**src/hdl/sbpot_pkg.sv**
```systemverilog
`timescale 1ns / 1ps
package sbpot_pkg;

  localparam int ANGLE_W = 8;
  localparam int HOLD_W  = 16;
  localparam int LPT_W   = 16;
  localparam int PULSE_W = 15;
  localparam int PW_W    = 16;
  localparam int PROD_W  = ANGLE_W + PULSE_W;
  localparam int CFG_AW  = 4;
  localparam int CFG_DW  = 32;

  typedef logic [1:0] cfg_idx_t;
  localparam cfg_idx_t REG_LONG_PRESS = 2'd0;
  localparam cfg_idx_t REG_PULSE_BASE = 2'd1;
  localparam cfg_idx_t REG_PULSE_SPAN = 2'd2;

  localparam logic [LPT_W-1:0]   LONG_PRESS_RST = 16'd30;
  localparam logic [PULSE_W-1:0] PULSE_BASE_RST = 15'd500;
  localparam logic [PULSE_W-1:0] PULSE_SPAN_RST = 15'd2000;
  localparam logic [ANGLE_W-1:0] ANGLE_RST      = 8'd90;

endpackage

```
**src/hdl/sbpot_if.sv**
```systemverilog
`timescale 1ns / 1ps
interface sbpot_in_if;
  logic valid;
  logic ready;
  logic down_pressed;
  logic up_pressed;
  modport source (output valid, output down_pressed, output up_pressed, input ready);
  modport sink (input valid, input down_pressed, input up_pressed, output ready);
endinterface

interface sbpot_out_if;
  logic                        valid;
  logic                        ready;
  logic [sbpot_pkg::ANGLE_W-1:0] angle;
  logic [sbpot_pkg::PW_W-1:0]    pulse_width;
  modport source (output valid, output angle, output pulse_width, input ready);
  modport sink (input valid, input angle, input pulse_width, output ready);
endinterface

```
**src/hdl/servo_button_position_one_touch.sv**
```systemverilog
`timescale 1ns / 1ps
// Two-button servo positioner with one-touch auto travel.
// in_if carries one tick per transaction: down_pressed and up_pressed.
// out_if returns one transaction per tick: the angle after the tick and
// the servo pulse compare value pulse_base + pulse_span * angle / MAX_ANGLE,
// saturated at 16 bits.
// Registers (APB, byte address 4*i): 0 long_press_ticks, 1 pulse_base,
// 2 pulse_span. Write only while no tick is in flight.
// A tick taken passes the state update, span product, reciprocal multiply,
// then base add in the output register. Throughput is one tick per cycle
// while the receiver takes results; the state update is a loop through
// the state registers and the two multiplies are pipelined behind it.
// Reset (rst_n low, synchronous): angle 90, hold counters and auto flags
// cleared, registers at 30 / 500 / 2000, pipeline emptied.
// When the receiver stalls, the result holds in the output register and
// the stages behind it keep filling; in_if.ready drops only once every
// stage holds a result.
module servo_button_position_one_touch #(
  parameter int MAX_ANGLE = 180
) (
  input  logic                          clk,
  input  logic                          rst_n,
  sbpot_in_if.sink                      in_if,
  sbpot_out_if.source                   out_if,
  input  logic                          cfg_psel,
  input  logic                          cfg_penable,
  input  logic                          cfg_pwrite,
  input  logic [sbpot_pkg::CFG_AW-1:0]  cfg_paddr,
  input  logic [sbpot_pkg::CFG_DW-1:0]  cfg_pwdata,
  output logic [sbpot_pkg::CFG_DW-1:0]  cfg_prdata,
  output logic                          cfg_pready
);

  localparam int AW   = sbpot_pkg::ANGLE_W;
  localparam int HW   = sbpot_pkg::HOLD_W;
  localparam int PRW  = sbpot_pkg::PROD_W;
  localparam int SH   = PRW + $clog2(MAX_ANGLE);
  localparam longint RECIP = ((64'd1 << SH) + MAX_ANGLE - 1) / MAX_ANGLE;
  localparam int MW   = PRW + 1;
  localparam logic [AW-1:0] MAX_A = AW'(MAX_ANGLE);

  logic [sbpot_pkg::LPT_W-1:0]   long_press_r;
  logic [sbpot_pkg::PULSE_W-1:0] pulse_base_r;
  logic [sbpot_pkg::PULSE_W-1:0] pulse_span_r;

  logic [AW-1:0] angle_r, angle_nxt;
  logic [HW-1:0] down_cnt_r, down_cnt_nxt;
  logic [HW-1:0] up_cnt_r, up_cnt_nxt;
  logic          auto_down_r, auto_down_nxt;
  logic          auto_up_r, auto_up_nxt;

  logic           s1_valid_r, s2_valid_r, s3_valid_r, out_valid_r;
  logic [AW-1:0]  s2_angle_r, s3_angle_r, out_angle_r;
  logic [PRW-1:0] s2_prod_r, s3_quot_r;
  logic [sbpot_pkg::PW_W-1:0] out_pw_r;

  logic rdy_out, rdy3, rdy2, rdy1, in_take;
  logic [PRW+MW-1:0] recip_prod;
  logic [PRW:0]      pw_sum;
  logic              cfg_wr;
  sbpot_pkg::cfg_idx_t cfg_idx;

  assign cfg_idx    = cfg_paddr[3:2];
  assign cfg_wr     = cfg_psel && cfg_penable && cfg_pwrite && cfg_pready;
  assign cfg_pready = 1'b1;

  always_comb begin
    unique case (cfg_idx)
      sbpot_pkg::REG_LONG_PRESS: cfg_prdata = sbpot_pkg::CFG_DW'(long_press_r);
      sbpot_pkg::REG_PULSE_BASE: cfg_prdata = sbpot_pkg::CFG_DW'(pulse_base_r);
      sbpot_pkg::REG_PULSE_SPAN: cfg_prdata = sbpot_pkg::CFG_DW'(pulse_span_r);
      default:                   cfg_prdata = '0;
    endcase
  end

  always_ff @(posedge clk) begin
    if (!rst_n) begin
      long_press_r <= sbpot_pkg::LONG_PRESS_RST;
      pulse_base_r <= sbpot_pkg::PULSE_BASE_RST;
      pulse_span_r <= sbpot_pkg::PULSE_SPAN_RST;
    end else if (cfg_wr) begin
      unique case (cfg_idx)
        sbpot_pkg::REG_LONG_PRESS: long_press_r <= cfg_pwdata[sbpot_pkg::LPT_W-1:0];
        sbpot_pkg::REG_PULSE_BASE: pulse_base_r <= cfg_pwdata[sbpot_pkg::PULSE_W-1:0];
        sbpot_pkg::REG_PULSE_SPAN: pulse_span_r <= cfg_pwdata[sbpot_pkg::PULSE_W-1:0];
        default: ;
      endcase
    end
  end

  assign rdy_out      = !out_valid_r || out_if.ready;
  assign rdy3         = !s3_valid_r || rdy_out;
  assign rdy2         = !s2_valid_r || rdy3;
  assign rdy1         = !s1_valid_r || rdy2;
  assign in_if.ready  = rdy1;
  assign in_take      = in_if.valid && rdy1;

  always_comb begin
    angle_nxt     = angle_r;
    auto_down_nxt = auto_down_r;
    auto_up_nxt   = auto_up_r;
    down_cnt_nxt  = down_cnt_r;
    up_cnt_nxt    = up_cnt_r;
    if (in_if.down_pressed) begin
      auto_down_nxt = 1'b0;
      auto_up_nxt   = 1'b0;
      if (angle_nxt != '0) angle_nxt = angle_nxt - 1'b1;
      if (down_cnt_r != '1) down_cnt_nxt = down_cnt_r + 1'b1;
    end else begin
      if (down_cnt_r >= long_press_r) auto_down_nxt = 1'b1;
      down_cnt_nxt = '0;
    end
    if (in_if.up_pressed) begin
      auto_down_nxt = 1'b0;
      auto_up_nxt   = 1'b0;
      if (angle_nxt < MAX_A) angle_nxt = angle_nxt + 1'b1;
      if (up_cnt_r != '1) up_cnt_nxt = up_cnt_r + 1'b1;
    end else begin
      if (up_cnt_r >= long_press_r) auto_up_nxt = 1'b1;
      up_cnt_nxt = '0;
    end
    if (auto_down_nxt) begin
      if (angle_nxt != '0) angle_nxt = angle_nxt - 1'b1;
      else auto_down_nxt = 1'b0;
    end
    if (auto_up_nxt) begin
      if (angle_nxt < MAX_A) angle_nxt = angle_nxt + 1'b1;
      else auto_up_nxt = 1'b0;
    end
  end

  always_ff @(posedge clk) begin
    if (!rst_n) begin
      angle_r     <= sbpot_pkg::ANGLE_RST;
      down_cnt_r  <= '0;
      up_cnt_r    <= '0;
      auto_down_r <= 1'b0;
      auto_up_r   <= 1'b0;
    end else if (in_take) begin
      angle_r     <= angle_nxt;
      down_cnt_r  <= down_cnt_nxt;
      up_cnt_r    <= up_cnt_nxt;
      auto_down_r <= auto_down_nxt;
      auto_up_r   <= auto_up_nxt;
    end
  end

  assign recip_prod = s2_prod_r * MW'(RECIP);
  assign pw_sum     = (PRW+1)'(pulse_base_r) + (PRW+1)'(s3_quot_r);

  always_ff @(posedge clk) begin
    if (!rst_n) begin
      s1_valid_r  <= 1'b0;
      s2_valid_r  <= 1'b0;
      s3_valid_r  <= 1'b0;
      out_valid_r <= 1'b0;
    end else begin
      if (rdy1) s1_valid_r <= in_if.valid;
      if (rdy2) s2_valid_r <= s1_valid_r;
      if (rdy3) s3_valid_r <= s2_valid_r;
      if (rdy_out) out_valid_r <= s3_valid_r;
    end
  end

  always_ff @(posedge clk) begin
    if (rdy2 && s1_valid_r) begin
      s2_angle_r <= angle_r;
      s2_prod_r  <= angle_r * pulse_span_r;
    end
    if (rdy3 && s2_valid_r) begin
      s3_angle_r <= s2_angle_r;
      s3_quot_r  <= PRW'(recip_prod >> SH);
    end
    if (rdy_out && s3_valid_r) begin
      out_angle_r <= s3_angle_r;
      out_pw_r    <= (pw_sum[PRW:sbpot_pkg::PW_W] != '0) ? '1 : pw_sum[sbpot_pkg::PW_W-1:0];
    end
  end

  assign out_if.valid       = out_valid_r;
  assign out_if.angle       = out_angle_r;
  assign out_if.pulse_width = out_pw_r;

endmodule

```
**src/flat_wrapper.sv**
```systemverilog
// flat-port wrapper written by rule: the top's interface ports become plain ports
module servo_button_position_one_touch_flat 
#(
  parameter int MAX_ANGLE = 180
)
  (clk, rst_n, cfg_psel, cfg_penable, cfg_pwrite, cfg_paddr, cfg_pwdata, cfg_prdata, cfg_pready, in_if_valid, in_if_down_pressed, in_if_up_pressed, in_if_ready, out_if_valid, out_if_angle, out_if_pulse_width, out_if_ready);
  sbpot_in_if in_if_i ();
  sbpot_out_if out_if_i ();
  input  logic clk;
  input  logic rst_n;
  input  logic cfg_psel;
  input  logic cfg_penable;
  input  logic cfg_pwrite;
  input  logic [sbpot_pkg::CFG_AW-1:0] cfg_paddr;
  input  logic [sbpot_pkg::CFG_DW-1:0] cfg_pwdata;
  output logic [sbpot_pkg::CFG_DW-1:0] cfg_prdata;
  output logic cfg_pready;
  input wire logic [$bits(in_if_i.valid)-1:0] in_if_valid;
  input wire logic [$bits(in_if_i.down_pressed)-1:0] in_if_down_pressed;
  input wire logic [$bits(in_if_i.up_pressed)-1:0] in_if_up_pressed;
  output wire logic [$bits(in_if_i.ready)-1:0] in_if_ready;
  output wire logic [$bits(out_if_i.valid)-1:0] out_if_valid;
  output wire logic [$bits(out_if_i.angle)-1:0] out_if_angle;
  output wire logic [$bits(out_if_i.pulse_width)-1:0] out_if_pulse_width;
  input wire logic [$bits(out_if_i.ready)-1:0] out_if_ready;
  assign in_if_i.valid = in_if_valid;
  assign in_if_i.down_pressed = in_if_down_pressed;
  assign in_if_i.up_pressed = in_if_up_pressed;
  assign in_if_ready = in_if_i.ready;
  assign out_if_valid = out_if_i.valid;
  assign out_if_angle = out_if_i.angle;
  assign out_if_pulse_width = out_if_i.pulse_width;
  assign out_if_i.ready = out_if_ready;
  servo_button_position_one_touch #(.MAX_ANGLE(MAX_ANGLE)) u_core (.clk(clk), .rst_n(rst_n), .in_if(in_if_i), .out_if(out_if_i), .cfg_psel(cfg_psel), .cfg_penable(cfg_penable), .cfg_pwrite(cfg_pwrite), .cfg_paddr(cfg_paddr), .cfg_pwdata(cfg_pwdata), .cfg_prdata(cfg_prdata), .cfg_pready(cfg_pready));
endmodule
```
**config.mk**
```make
export PLATFORM = sky130hd
export DESIGN_NAME = servo_button_position_one_touch_flat
export DESIGN_NICKNAME = d
export VERILOG_FILES = /design/src/hdl/sbpot_pkg.sv /design/src/hdl/sbpot_if.sv /design/src/hdl/servo_button_position_one_touch.sv /design/src/flat_wrapper.sv
export SDC_FILE = /design/constraint.sdc
export NUM_CORES = 1
export LEC_CHECK = 0
export BUFFER_PORTS_ARGS = -buffer_cell sky130_fd_sc_hd__buf_2
export CORE_ASPECT_RATIO = 2
export CORE_MARGIN = 3
export CORE_UTILIZATION = 40
export CTS_CLUSTER_DIAMETER = 40
export DETAILED_ROUTE_END_ITERATION = 8
export GPL_TIMING_DRIVEN = 0
export HOLD_SLACK_MARGIN = 0.12
export SETUP_SLACK_MARGIN = 0.2
export SLEW_MARGIN = 20
export SYNTH_ARGS = -nofsm -noshare
export SYNTH_HDL_FRONTEND = slang
export SYNTH_SLANG_ARGS = --single-unit
```
**constraint.sdc**
```tcl
create_clock -name clk -period 16.8 [get_ports clk]
set_input_delay 4.2 -clock clk [delete_from_list [all_inputs] [get_ports clk]]
set_output_delay 4.2 -clock clk [all_outputs]
set_load 0.1 [all_outputs]
```
; After elaboration in Yosys (flattened, before gate mapping)
; Index checks and enable logic that the tools add are counted.
[totals]
regBits = 171
romBits = 0
input_bits = 45
latch_bits = 0
ram_bits = 0
mem_count = 0
output_inout_bits = 59
[classes]
div = 0
bitwise_logic = 0
shifts = 0
n_reduce_logical = 23
order_cmp = 4
add_sub_neg = 7
n_eq_ne = 6
n_mul = 2
n_mux = 23
[op_table]
columns = operator, count
row1 = $mux 16, 4
row2 = $mux 8, 8
row3 = $pmux 16 s3, 1
row4 = $mul 23x24->47 const B, 1
row5 = $add 16x1->16 const B, 2
row6 = $ge 16x16->1, 2
row7 = $ne 16x16->1 const B, 2
row8 = $reduce_bool 8->1, 3
row9 = $mul 8x15->23, 1
row10 = $add 15x16->17, 1
row11 = $add 8x1->8 const B, 2
row12 = $lt 8x8->1 const B, 2
row13 = $sub 8x1->8 const B, 2
row14 = $mux 1, 10
row15 = $reduce_and 2->1, 5
row16 = $logic_and 1x1->1, 6
row17 = $logic_not 1->1, 4
row18 = $logic_or 1x1->1, 4
row19 = $ne 2x1->1 const B, 2
row20 = $eq 2x1->1 const B, 1
row21 = $eq 2x2->1 const B, 1
row22 = $logic_not 2->1, 1

; Depth between registers and ports, before layout
[logic_depth]
word_depth = 12
depth_mapped = 26
mapped_depth_nobuf = 26

; Worst setup path before layout
; Ideal clock, no wire load.
[synth_timing]
path_kind = input to output
from = in cfg_paddr[2] (netlist name)
to = out cfg_prdata[1] (netlist name)
t_required_ns = 12.600
stages = 4
setup_slack_ns = 5.314
arrival_time_ns = 7.286
cell_sequence = buf_1 -> buf_1 -> mux2i_1 -> o21ai_0
[synth_between]
elab_chain_cells = 2
elab_cells_between_ends = 4
[synth_lines]
columns = element, line
row1 = "start, declared", flat_wrapper.sv:14  ; input logic [sbpot_pkg::CFG_AW-1:0] cfg_paddr;
row2 = $eq 2x2->1 (tied with other cells), servo_button_position_one_touch.sv:68  ; unique case (cfg_idx)
row3 = $pmux 16 s3 *, servo_button_position_one_touch.sv:68
row4 = "end, declared", flat_wrapper.sv:16  ; output logic [sbpot_pkg::CFG_DW-1:0] cfg_prdata;
; Mark *: on every way between the ends. The rest lies on a longest branch, timed or not.

; Worst setup path in the final report
[layout_timing]
from = in cfg_paddr[2] (netlist name)
to = out cfg_prdata[5] (netlist name)
; Same word-level chain as after synthesis.

==> impl_metrics.env <==
export IMPL_cts_buffers=17
export IMPL_endpoint_kind="output port"
export IMPL_setup_ws_ns=6.122
export IMPL_critPathCapture="cfg_prdata[5]"
export IMPL_status="finished clean"
export IMPL_detailedPlace_worstSlack_ns=6.109
export IMPL_synth_compound_area_frac=0.09105
export IMPL_r2r_cells=24
export IMPL_yosysTopAreaCell="fa_1"
export IMPL_r2r_start="u_core.s2_prod_r[22]"
export IMPL_grt_pass1_vias=15225
export IMPL_diodes=0
export IMPL_clock_sinks=171
export IMPL_layout_min_cycle_time_ns=10.68
export IMPL_startpoint_type="primary input"
export IMPL_required_ns=12.60
export IMPL_vias=14081
export IMPL_yosys_area_top_type_share=0.2168
export IMPL_synth_yosys_seq_area_share=0.2216
export IMPL_wirelength_microns=51950
export IMPL_synthTopCellsByCount="319 x inv_1, 301 x ha_1, 230 x nand2_1"
export IMPL_die_height_microns=314.4
export IMPL_syn2layout_area_growth_pct=9.887
export IMPL_die_area_sq_mm=0.05036
export IMPL_synthAdderAreaFrac=0.4154
export IMPL_slew_headroom=0.3209
export IMPL_globalRoute_totalOverflow=0
export IMPL_detail_route_drc_violations=0
export IMPL_synth_most_common_cell="inv_1"
export IMPL_final_util=0.4465
export IMPL_clk_pin_slew_ns=0.07
export IMPL_wl_per_cell_microns=18.93
export IMPL_ys_types=78
export IMPL_syn_area_sq_mm=0.01902
export IMPL_die_x_microns=160.2
export IMPL_synthCells=2000
export IMPL_synth_edff_count=79
export IMPL_rsz0062_at_grt="no"
export IMPL_cts_setup_buffers=0
export IMPL_dr_pass1_iters=5
export IMPL_rows=112
export IMPL_avgSynthCellArea_sq_um=9.510
export IMPL_finalHoldViolCount=0
export IMPL_worstHoldPathType="flop to flop"
export IMPL_port_buffers=67
export IMPL_synthMuxAreaShare=0.009999
export IMPL_synth_ff_type="dfxtp_1"
export IMPL_cts_tree="built"
export IMPL_hold_buffers=0
export IMPL_fin_nets=2656
export IMPL_period_share=0.6356
export IMPL_dp_hpwl_microns=45630
export IMPL_first_iter_violations=504
export IMPL_grt_antenna_before_repair=0
export IMPL_track_usage=0.2118
export IMPL_synth_top_family_by_area="adder cells"
export IMPL_clockRootBuffer="clkbuf_16"
export IMPL_setup_viol_count_final=0
export IMPL_crit_start="cfg_paddr[2]"
export IMPL_gp_congestion=0.9243
export IMPL_arrival_ns=6.48
export IMPL_async_flop_share=0
export IMPL_drv_cap=0
export IMPL_worstSetupPathType="primary input to output port"
export IMPL_synth_xor_area_share=0.03914
export IMPL_avgViaCountPerCell=5.132
export IMPL_cts_resized=0
export IMPL_ios=104
export IMPL_r2r_slack_ns=8.58
export IMPL_finalClockSkew_ns=0.01572
export IMPL_cts_htree_levels=4
export IMPL_yosysWarnings=0
export IMPL_fmax_mhz=93.65
export IMPL_r2r_end="u_core.s3_quot_r[13]"
export IMPL_crit_fanout=10
export IMPL_setup_tns_ns=0
export IMPL_synth_ff_latch_count=171
export IMPL_fp_coreArea_sq_mm=0.04680
export IMPL_ant_nets=0
export IMPL_tightest_slew_ns=0.9929
export IMPL_grt_max_degree=24
export IMPL_clock_latency_ns=0.45
export IMPL_synthTopCellsByArea="fa_1 22%, ha_1 20%, edfxtp_1 12%"
export IMPL_final_max_slew_viol_count=0
export IMPL_grt_pass1_wl_microns=81400
export IMPL_cts_buffer_depth=2
export IMPL_initial_core_util=0.4064
export IMPL_drive_gt1_frac=0.07133
export IMPL_synth_simple_area_share=0.1407
## how the worst min path moves through the flow
| stage | startpoint | cells past startpoint | to | slack (ns) |
|---|---|---|---|---|
| floorplan | u_core.s3_angle_r[0] | 0 | u_core.out_if.angle[0] | 0.40 |
| global placement | u_core.s2_angle_r[6] | 0 | u_core.s3_angle_r[6] | 0.40 |
| detailed placement | u_core.s2_angle_r[2] | 0 | u_core.s3_angle_r[2] | 0.40 |
| CTS | u_core.s2_angle_r[2] | 0 | u_core.s3_angle_r[2] | 0.42 |
| global route | u_core.s2_angle_r[6] | 0 | u_core.s3_angle_r[6] | 0.43 |
| finish | u_core.s3_angle_r[1] | 0 | u_core.out_if.angle[1] | 0.42 |
## cell usage in the layout (no fill, tap or decap), drive strengths merged, types with 39 or more instances in the layout
master,synthesis,final
inv,319,327
ha,301,301
nand2,232,232
fa,206,206
buf,32,102
dfxtp,92,92
nor2,89,89
a21oi,87,87
edfxtp,79,79
and2,68,68
o21ai,66,66
clkbuf,45,62
xor2,43,43
xnor2,42,42
nand3,39,39
## kinds of logic (layout without fill, tap and decap cells)
kind of cell               after synthesis  in the layout
DFF                                    171            171
other                                    2             17
and+or+nand+nor                        552            552
AOI/OAI and AO/OA                      267            267
muxes                                   19             19
adders and majority gates              508            508
xor gates and xnor gates                85             85
buffers and inverters                  396            498
## worst max-delay path: stages
cell     delay [ns]
buf_2          0.12
buf_1          0.52
buf_1          0.67
mux2i_1        0.16
o21ai_0        0.31
buf_2          0.50
## through the flow
step	cells	hold slack [ns]	area, sq um
6_report	2744	0.4200	20900
5_1_grt	2744	0.4253	20900
4_1_cts	2744	0.4217	20900
3_5_place_dp	2712	0.4045	20300
3_3_place_gp	2709	0.4015	20200
2_1_floorplan	2015	0.4003	19080
## cell type report
cell class	count	area [sq um]
plain buffers	77	357.8
clock buffers	17	425.4
clock inverters	15	170.2
fillers	4626	25900
inverters	319	1197
multi-input cells	1448	13330
flip-flops and latches	171	4214
well taps	627	784.5
repair buffers	70	417.9
## flip-flops by register name, summed over array words and instances (netlist names), 8 cells and up
register / count
u_core.s2_prod_r: 23
u_core.down_cnt_r: 16
u_core.long_press_r: 16
u_core.out_if.pulse_width: 16
u_core.s3_quot_r: 16
u_core.up_cnt_r: 16
u_core.pulse_base_r: 15
u_core.pulse_span_r: 15
u_core.angle_r: 8
u_core.out_if.angle: 8
u_core.s2_angle_r: 8
u_core.s3_angle_r: 8
## metal layers
layer / track usage / vias to the layer above / wire, microns
li1: - / 6783 / -
met1: 0.1786 / 6783 / 15750
met2: 0.4304 / 334 / 29900
met3: 0.01988 / 181 / 1256
met4: 0.1747 / 0 / 5041
met5: 0 / - / 0
Power is left out: the tool's default activity adds up to more than one toggle a clock period on the data nets, which glitch-free logic cannot reach.
